`config.mk`:
```
export PLATFORM = sky130hd
export DESIGN_NAME = tcm_cmd
export DESIGN_NICKNAME = d
export VERILOG_FILES = /design/src/hdl/tcm_pkg.sv /design/src/hdl/tcm_cmd.sv
export SDC_FILE = /design/constraint.sdc
export NUM_CORES = 2
export LEC_CHECK = 0
export BUFFER_PORTS_ARGS = -buffer_cell sky130_fd_sc_hd__buf_2
export CORE_AREA = 2 2 348 350
export DETAILED_ROUTE_END_ITERATION = 8
export DIE_AREA = 0 0 350 352
export PLACE_DENSITY = 0.88
export SKIP_CTS_REPAIR_TIMING = 1
export SYNTH_ARGS = -nofsm -noshare
export SYNTH_HDL_FRONTEND = slang
export SYNTH_SLANG_ARGS = --single-unit
```
`constraint.sdc`:
```
create_clock -name clk -period 10 [get_ports clk]
set_clock_uncertainty 0.05 [all_clocks]
set_input_delay 2 -clock clk [delete_from_list [all_inputs] [get_ports clk]]
set_output_delay 2 -clock clk [all_outputs]
set_load 0.01 [all_outputs]
```
`src/hdl/tcm_pkg.sv`:
```
// ----------------------------------------------------------------------------
// tcm_pkg
// Types and constants shared by the thruster thrust model.
// ----------------------------------------------------------------------------
`default_nettype none

package tcm_pkg;

  typedef struct packed {
    logic [15:0]        trim;
    logic [15:0]        gain;
    logic [16:0]        rise;
    logic [16:0]        fall;
    logic signed [15:0] surface;
    logic [15:0]        band;
    logic [16:0]        ratio;
    logic [22:0]        limit;
  } cfg_t;

  typedef enum logic [2:0] {
    REG_TRIM    = 3'd0,
    REG_GAIN    = 3'd1,
    REG_RISE    = 3'd2,
    REG_FALL    = 3'd3,
    REG_SURFACE = 3'd4,
    REG_BAND    = 3'd5,
    REG_RATIO   = 3'd6,
    REG_LIMIT   = 3'd7
  } cfg_reg_t;

  typedef enum logic [1:0] {
    ST_IDLE,
    ST_CALC,
    ST_MERGE,
    ST_EMIT
  } state_t;

  localparam logic [16:0] ONE_Q16 = 17'd65536;

  // Pulse width breakpoints in 1/4096 us
  localparam logic signed [31:0] PW_MIN  = 32'sd4096000;
  localparam logic signed [31:0] PW_DBLO = 32'sd5877760;
  localparam logic signed [31:0] PW_MID  = 32'sd6144000;
  localparam logic signed [31:0] PW_DBHI = 32'sd6266880;
  localparam logic signed [31:0] PW_MAX  = 32'sd8192000;

  // Map coefficients, Q8.8
  localparam logic [10:0] FWD_A = 11'd1472;
  localparam logic [10:0] FWD_B = 11'd1004;
  localparam logic [7:0]  FWD_C = 8'd161;
  localparam logic [10:0] REV_A = 11'd648;
  localparam logic [10:0] REV_B = 11'd1088;
  localparam logic [7:0]  REV_C = 8'd79;

  // floor(y/125) = (y * DIV125_RECIP) >> 30 for y below 2^23
  localparam logic [23:0] DIV125_RECIP = 24'd8589935;
  // floor(y/3) = (y * DIV3_RECIP) >> 20 for y below 2^18
  localparam logic [18:0] DIV3_RECIP = 19'd349526;

endpackage

`default_nettype wire

```
`src/hdl/tcm_cmd.sv`:
```
// ----------------------------------------------------------------------------
// tcm_cmd
// Command path: trim and gain, seeded first-order lag, and the quadratic
// pulse-width-to-thrust map, sequenced over nine steps.
// ----------------------------------------------------------------------------
`default_nettype none

module tcm_cmd (
  input  wire                clk,
  input  wire                rst,
  input  wire                start,
  input  wire [15:0]         raw_command,
  input  tcm_pkg::cfg_t      cfg,
  output logic               busy,
  output logic signed [31:0] filter_value,
  output logic signed [15:0] thr
);
  import tcm_pkg::*;

  localparam logic [3:0] STEP_PROD  = 4'd0;
  localparam logic [3:0] STEP_REF   = 4'd1;
  localparam logic [3:0] STEP_DELTA = 4'd2;
  localparam logic [3:0] STEP_LAG   = 4'd3;
  localparam logic [3:0] STEP_COMMIT = 4'd4;
  localparam logic [3:0] STEP_DIV   = 4'd5;
  localparam logic [3:0] STEP_SQ    = 4'd6;
  localparam logic [3:0] STEP_POLY  = 4'd7;
  localparam logic [3:0] STEP_LAST  = 4'd8;

  logic [3:0]         step;
  logic               seeded;
  logic signed [16:0] diff;
  logic signed [32:0] prod;
  logic signed [31:0] ref_q;
  logic signed [32:0] delta;
  logic [16:0]        coef;
  logic signed [50:0] mprod;
  logic signed [50:0] mprod_rnd;
  logic signed [31:0] v_next;
  logic               fwd, rev, rev_q, none_q;
  logic signed [31:0] d_full;
  logic [23:0]        y;
  logic [47:0]        q;
  logic [16:0]        x;
  logic [33:0]        x2;
  logic [27:0]        bx;
  logic [44:0]        ax2;
  logic [47:0]        s;
  logic [10:0]        coef_a, coef_b;
  logic [7:0]         coef_c;
  logic signed [15:0] mag;

  assign mprod_rnd = mprod + 51'sd32768;
  assign v_next    = seeded ? filter_value + mprod_rnd[47:16] : ref_q;

  // Map region of the new filter value
  assign fwd    = (v_next >= PW_MIN) && (v_next <= PW_DBLO);
  assign rev    = (v_next >= PW_DBHI) && (v_next <= PW_MAX);
  assign d_full = fwd ? PW_MID - v_next : v_next - PW_MID;
  assign y      = {d_full[21:0], 2'b00} + 24'd62;

  assign x      = q[46:30];
  assign coef_a = rev_q ? REV_A : FWD_A;
  assign coef_b = rev_q ? REV_B : FWD_B;
  assign coef_c = rev_q ? REV_C : FWD_C;
  assign s      = {3'b000, ax2} + {4'b0000, bx, 16'h0000}
                - {8'h00, coef_c, 32'h0000_0000} + 48'h0000_8000_0000;
  assign mag    = s[47:32];

  always_ff @(posedge clk) begin
    if (rst) begin
      busy         <= 1'b0;
      step         <= '0;
      filter_value <= '0;
      seeded       <= 1'b0;
    end else if (start) begin
      busy <= 1'b1;
      step <= '0;
    end else if (busy) begin
      step <= step + 4'd1;
      if (step == STEP_COMMIT) begin
        filter_value <= v_next;
        seeded       <= 1'b1;
      end
      if (step == STEP_LAST) begin
        busy <= 1'b0;
      end
    end
  end

  always_ff @(posedge clk) begin
    if (start) begin
      diff <= $signed({1'b0, raw_command}) - $signed({1'b0, cfg.trim});
    end else if (busy) begin
      unique case (step)
        STEP_PROD: prod <= 33'(diff) * 33'($signed({1'b0, cfg.gain}));
        STEP_REF: begin
          ref_q <= 32'((prod + 33'sd8) >>> 4);
        end
        STEP_DELTA: begin
          delta <= $signed({ref_q[31], ref_q}) - $signed({filter_value[31], filter_value});
          if (ref_q >= filter_value) begin
            coef <= (cfg.rise > ONE_Q16) ? ONE_Q16 : cfg.rise;
          end else begin
            coef <= (cfg.fall > ONE_Q16) ? ONE_Q16 : cfg.fall;
          end
        end
        STEP_LAG: mprod <= 51'(delta) * 51'($signed({1'b0, coef}));
        STEP_COMMIT: begin
          rev_q  <= rev;
          none_q <= !(fwd || rev);
          q      <= {24'h0, y};
        end
        STEP_DIV: q <= 48'(q[23:0]) * 48'(DIV125_RECIP);
        STEP_SQ: begin
          x2 <= 34'(x) * 34'(x);
          bx <= 28'(coef_b) * 28'(x);
        end
        STEP_POLY: ax2 <= 45'(coef_a) * 45'(x2);
        STEP_LAST: begin
          if (none_q) begin
            thr <= '0;
          end else begin
            thr <= rev_q ? -mag : mag;
          end
        end
        default: ;
      endcase
    end
  end

endmodule

`default_nettype wire

```
# Word-level counts from Yosys, hierarchy flattened
# Index checks and enable logic that the tools add are counted.
word_totals:
  ff_bits: 387
  output_inout_bits: 49
classes:
  n_addsub: 13
  multipliers: 6
  order_cmp: 7
  n_eq_ne: 8
  muxes: 13
  n_bitwise: 1
  reduce_logical: 16
op_table:
  columns: ["cell", "n"]
  rows:
  - ["one-hot mux 47 bit (2 select lines)", 1]
  - ["<= comparator 32 x 24 -> 1 bit, second input constant", 2]
  - ["2-to-1 mux 17 bit", 3]
  - ["adder 47 x 33 -> 48 bit, second input constant", 1]
  - ["adder 48 x 17 -> 48 bit, second input constant", 1]
  - ["multiplier 33 x 18 -> 48 bit", 1]
  - ["multiplier 24 x 24 -> 47 bit, second input constant", 1]
  - ["subtractor 46 x 40 -> 47 bit", 1]
  - ["adder 45 x 44 -> 46 bit", 1]
  - ["multiplier 11 x 34 -> 45 bit", 1]
  - ["greater-than comparator 17 bit, second input constant", 2]
  - ["multiplier 17 x 17 -> 34 bit", 1]
  - ["adder 33 x 5 -> 33 bit, second input constant", 1]
  - ["multiplier 17 x 17 -> 33 bit", 1]
  - ["subtractor 29 x 32 -> 33 bit", 1]
  - ["adder 32 bit", 1]
  - [">= comparator 29 x 32 -> 1 bit", 1]
  - [">= comparator 32 x 23 -> 1 bit, second input constant", 1]
  - [">= comparator 32 x 24 -> 1 bit, second input constant", 1]
  - ["2-to-1 mux 32 bit", 1]
  - ["multiplier 11 x 17 -> 28 bit", 1]
  - ["AND reduction 3 bit", 9]
  - ["adder 24 x 6 -> 24 bit, second input constant", 1]
  - ["2-to-1 mux 11 bit", 2]
  - ["other kinds (20)", 27]

# Logic depth before layout (Yosys ltp)
logic_depth:
  ltp_word: 8
  depth_mapped: 30
  depth_no_buf: 29

# Least setup slack after synthesis
# Ideal clock, no wire load.
synth_path:
  path_type: "input port to flip-flop"
  startpoint: "input cfg[111] (netlist bit)"
  endpoint: "register prod[32], data pin"
  setup_time_ps: 258
  t_arrival_ps: 8133
  required_ps: 9692
  setup_slack_ps: 1559
  cell_stages: 23
  path_buffers: 2
  cell_sequence: "clkbuf_1 -> clkbuf_1 -> nand2_1 -> fa_1 -> inv_1 -> fa_1 -> inv_1 -> fa_1 -> fa_1 -> inv_1 -> fa_1 -> fa_1 -> ha_1 -> o21a_1 -> o31a_1 -> o41ai_1 -> o21ai_0 -> o41ai_1 -> o21ai_0 -> o41ai_1 -> o21ai_0 -> o21ba_2 -> xnor2_1"
synth_via:
  elab_chain_cells: 1
synth_rtl:
  columns: ["element", "line_no", "rtl"]
  rows:
  - ["start, declared", "tcm_cmd.sv:13", "input tcm_pkg::cfg_t cfg,"]
  - ["multiplier 17 x 17 -> 33 bit", "tcm_cmd.sv:96", "STEP_PROD: prod <= 33'(diff) * 33'($signed({1'b0, cfg.gain}));"]
  - ["end signal, assigned", "tcm_cmd.sv:96", null]
  - ["end, declared", "tcm_cmd.sv:33", "logic signed [32:0] prod;"]
# No other way between the ends.
# A chain may end at the register's enable or synchronous reset.

# Worst setup path in the final report
layout_path:
  startpoint: "register coef[0]"
  endpoint: "register mprod[46], data pin"
layout_via:
  elab_chain_cells: 1
layout_rtl:
  columns: ["element", "line_no", "rtl"]
  rows:
  - ["start, declared", "tcm_cmd.sv:36", "logic [16:0] coef;"]
  - ["start signal, assigned", "tcm_cmd.sv:103", "coef <= (cfg.rise > ONE_Q16) ? ONE_Q16 : cfg.rise;"]
  - ["start signal, assigned", "tcm_cmd.sv:105", "coef <= (cfg.fall > ONE_Q16) ? ONE_Q16 : cfg.fall;"]
  - ["multiplier 33 x 18 -> 48 bit", "tcm_cmd.sv:108", "STEP_LAG: mprod <= 51'(delta) * 51'($signed({1'b0, coef}));"]
  - ["end signal, assigned", "tcm_cmd.sv:108", null]
  - ["end, declared", "tcm_cmd.sv:37", "logic signed [50:0] mprod;"]
# No other way between the ends.

==> flow_metrics.tcl <==
set metrics [dict create \
    vias 57250 \
    numCtsBuffers 44 \
    nets 10660 \
    ant_nets 0 \
    netlist_area_um2 76990 \
    rr_endpoint "mprod[46]$_DFFE_PP_" \
    dr.pass1.iters 8 \
    synthTopCellsByArea "fa_1, ha_1, edfxtp_1, inv_1, nand2_1" \
    required_ns 10.36 \
    antenna_found_initial 1 \
    synthArstFlopShare 0 \
    cp.arrival_ns 9.57 \
    p_clk_frac 0.123 \
    hold_path_depth 2 \
    switching_share 0.4475 \
    finalCriticalPeriod_ns 9.207 \
    clk_pin_slew_ns 0.06 \
    r2r_cells 25 \
    routed-wl-met2_um 91100 \
    drtIter0Drc 4528 \
    drv_slew 0 \
    synthDominantCellAreaShare 0.3432 \
    multi_input_area_um2 58700 \
    viasPerCell 5.805 \
    finalCritPeriodShare 0.9207 \
    clkSinkCount 353 \
    hold_path.class "flip-flop to flip-flop" \
    finalSetupViolations 0 \
    wl_met3_um 16300 \
    critPathKind "flip-flop to flip-flop" \
    ys.flop_type "edfxtp_1" \
    grt_pass1_wl_um 306200 \
    cts_buffer_depth 3 \
    dieArea_um2 123200 \
    min_to "filter_value[9]$_SDFFE_PP0P_" \
    switching_power_mw 6.162 \
    dpl_cell_area_um2 79150 \
    seqPwrFrac 0.172 \
    first_global_vias 62410 \
    fin_setup_tns_ns 0 \
    max_cap_violations 0 \
    synth-edff-count 315 \
    num_rows 127 \
    reg2reg_slack_ns 0.79 \
    grt_max_degree 108 \
    tritoncts "done" \
    synth.avg_cell_area_um2 9.379 \
    syn_to_final_growth_pct 4.767 \
    root_buffer "clkbuf_16" \
    synth.distinct_cells 113 \
    place_congestion 0.9516 \
    hold_ws_ns 0.4657 \
    rsz0062_at_grt "false" \
    ios 206 \
    globalRoute.totalOverflow 0 \
    wire_per_inst_um 18.76 \
    highest_layer "met5" \
    instances_no_fill 9862 \
    yosysTopAreaCell "fa_1" \
    outcome "completed" \
    routed_wl_um 185000 \
    relSlewSlack 0.09701 \
    synth.ff_latch_count 353 \
    powerDensity_nw_per_um2 170.7 \
    post-dp-hpwl_um 150300 \
    die_h_um 352 \
    ys_seq_area_frac 0.1327 \
    ys_warn_count 0 \
    core-area_um2 119300 \
    met1_length_um 69750 \
    yosys-top-cells-count "inv_1, fa_1, ha_1, nand2_1, and2_1" \
    finalPower_mw 13.77 \
    htree_levels 2 \
    synthCells 8208 \
    design_area_um2 80660 \
    cp-end-kind "flip-flop" \
    p_leak_nw 39.86 \
    timing.rr.start "coef[0]$_DFFE_PP_" \
    die_x_um 350 \
    fmaxAchievable_mhz 108.6 \
    worst_slack_ns 0.7927 \
    drc 0 \
    clk_latency_ns 0.67 \
    pre_cts_slack_ns 0.7968 \
    crit_fanout 32 \
    cp-start-kind "flip-flop" \
    worst_pin_slew_ns 1.354 \
    track_usage 0.3080 \
    start_util 0.6451 \
    pwr-share-comb 0.705 \
    p_int_mw 7.607 \
    final_core_util 0.6759 \
    finalHoldViolCount 0 \
    ir_drop_v 0.0005501 \
    fillerInstances 8431 \
    synth.most_common_cell "inv_1" \
    portBuffers 133 \
    dpl.cell_count 9778 \
    regArea_um2 10220 \
    drive_gt1_frac 0.04547 \
    min-delay-start "filter_value[9]$_SDFFE_PP0P_" \
]
## cell families (layout without fill, tap and decap cells)
group / Yosys count / count (layout) / share of synthesized area
simple gates: 2167 / 2167 / 0.1396
fa+ha+maj: 2293 / 2293 / 0.5014
buf+inv: 2140 / 2178 / 0.1050
flops: 353 / 353 / 0.1327
compound gates: 884 / 884 / 0.07827
mux: 28 / 28 / 0.004031
other cells: 1 / 5 / 0.00004871
xor+xnor: 342 / 342 / 0.03891
## area by class of cell
| class | count | area share |
|---|---|---|
| Antenna cell | 2 | 0.00006205 |
| Clock buffer | 55 | 0.01441 |
| Clock inverter | 27 | 0.004188 |
| Inverter | 1914 | 0.08907 |
| Multi-Input combinational cell | 5717 | 0.7277 |
| Sequential cell | 353 | 0.1267 |
| Tap cell | 1612 | 0.02501 |
| Timing Repair Buffer | 182 | 0.01281 |
## power by group through the flow
| stage | combinational, mW | sequential (mW) | clock, mW |
|---|---|---|---|
| 2_1_floorplan | 7.58 | 2.34 | 0 |
| 3_3_place_gp | 8.89 | 2.38 | 0 |
| 3_5_place_dp | 9.57 | 2.39 | 0 |
| 4_1_cts | 9.64 | 2.36 | 1.71 |
| 5_1_grt | 11.0 | 2.37 | 1.77 |
| 6_report | 9.70 | 2.37 | 1.70 |
## worst max path at each step
stage / from / end / slack, ns
global route: coef[0]$_DFFE_PP_ / mprod[46]$_DFFE_PP_ / 0.30
finish: coef[0]$_DFFE_PP_ / mprod[46]$_DFFE_PP_ / 0.79
floorplan: cfg[111] / prod[32]$_DFFE_PP_ / 1.56
CTS: coef[0]$_DFFE_PP_ / mprod[46]$_DFFE_PP_ / 1.19
global placement: cfg[108] / prod[32]$_DFFE_PP_ / 0.99
detailed placement: cfg[108] / prod[32]$_DFFE_PP_ / 0.80
## state kept, by name (all words and copies together) (netlist names), 4 cells and up
register	count
prod	30
ref_q	29
mprod	33
q	39
coef	17
diff	17
thr	16
step	4
filter_value	32
delta	33
x2	33
bx	26
ax2	40
## layout by cell type, fill, tap and decap left out, types with 19 or more instances in the layout
master / n
inv_1: 1910
fa_1: 1320
ha_1: 973
nand2_1: 798
and2_1: 437
nor2_1: 330
edfxtp_1: 315
xnor2_1: 247
a21oi_1: 228
o21ai_0: 157
buf_2: 133
nand3_1: 106
a21o_1: 98
xor2_1: 95
nor3_1: 81
nor2b_1: 79
and3_1: 76
nand4_1: 57
a211oi_1: 55
buf_4: 49
or2_2: 45
clkbuf_16: 44
nand2b_1: 38
dfxtp_1: 37
a21boi_0: 34
o21a_1: 32
a31oi_1: 31
o211ai_1: 26
o21bai_1: 26
nor4_1: 21
or3_1: 19
nand3b_1: 19
## per-layer routing
| layer | up-vias | global-route usage |
|---|---|---|
| li1 | 25830 | - |
| met1 | 28250 | 0.3809 |
| met2 | 2602 | 0.5316 |
| met3 | 569 | 0.05804 |
| met4 | 2 | 0.1208 |
| met5 | - | 0 |
## worst max-delay path, stage by stage, from the launching register on
cell and delay, ns:
edfxtp_1 1.15, nand2_1 0.20, fa_1 0.58, inv_1 0.06, fa_1 0.47, fa_1 0.52
inv_1 0.05, fa_1 0.50, fa_1 0.50, inv_1 0.04, ha_1 0.26, o21ai_0 0.10
a21oi_1 0.22, nand2_1 0.08, o21ai_0 0.54, a221oi_1 0.37, o211ai_1 0.48, nand3_1 0.22
a21oi_1 0.50, o2111ai_1 0.21, a21boi_0 0.38, o21ai_0 0.14, a211oi_1 0.46, a21boi_0 0.24
nand2b_1 0.19, a221oi_1 0.41
Power figures use the tool's default switching activity.
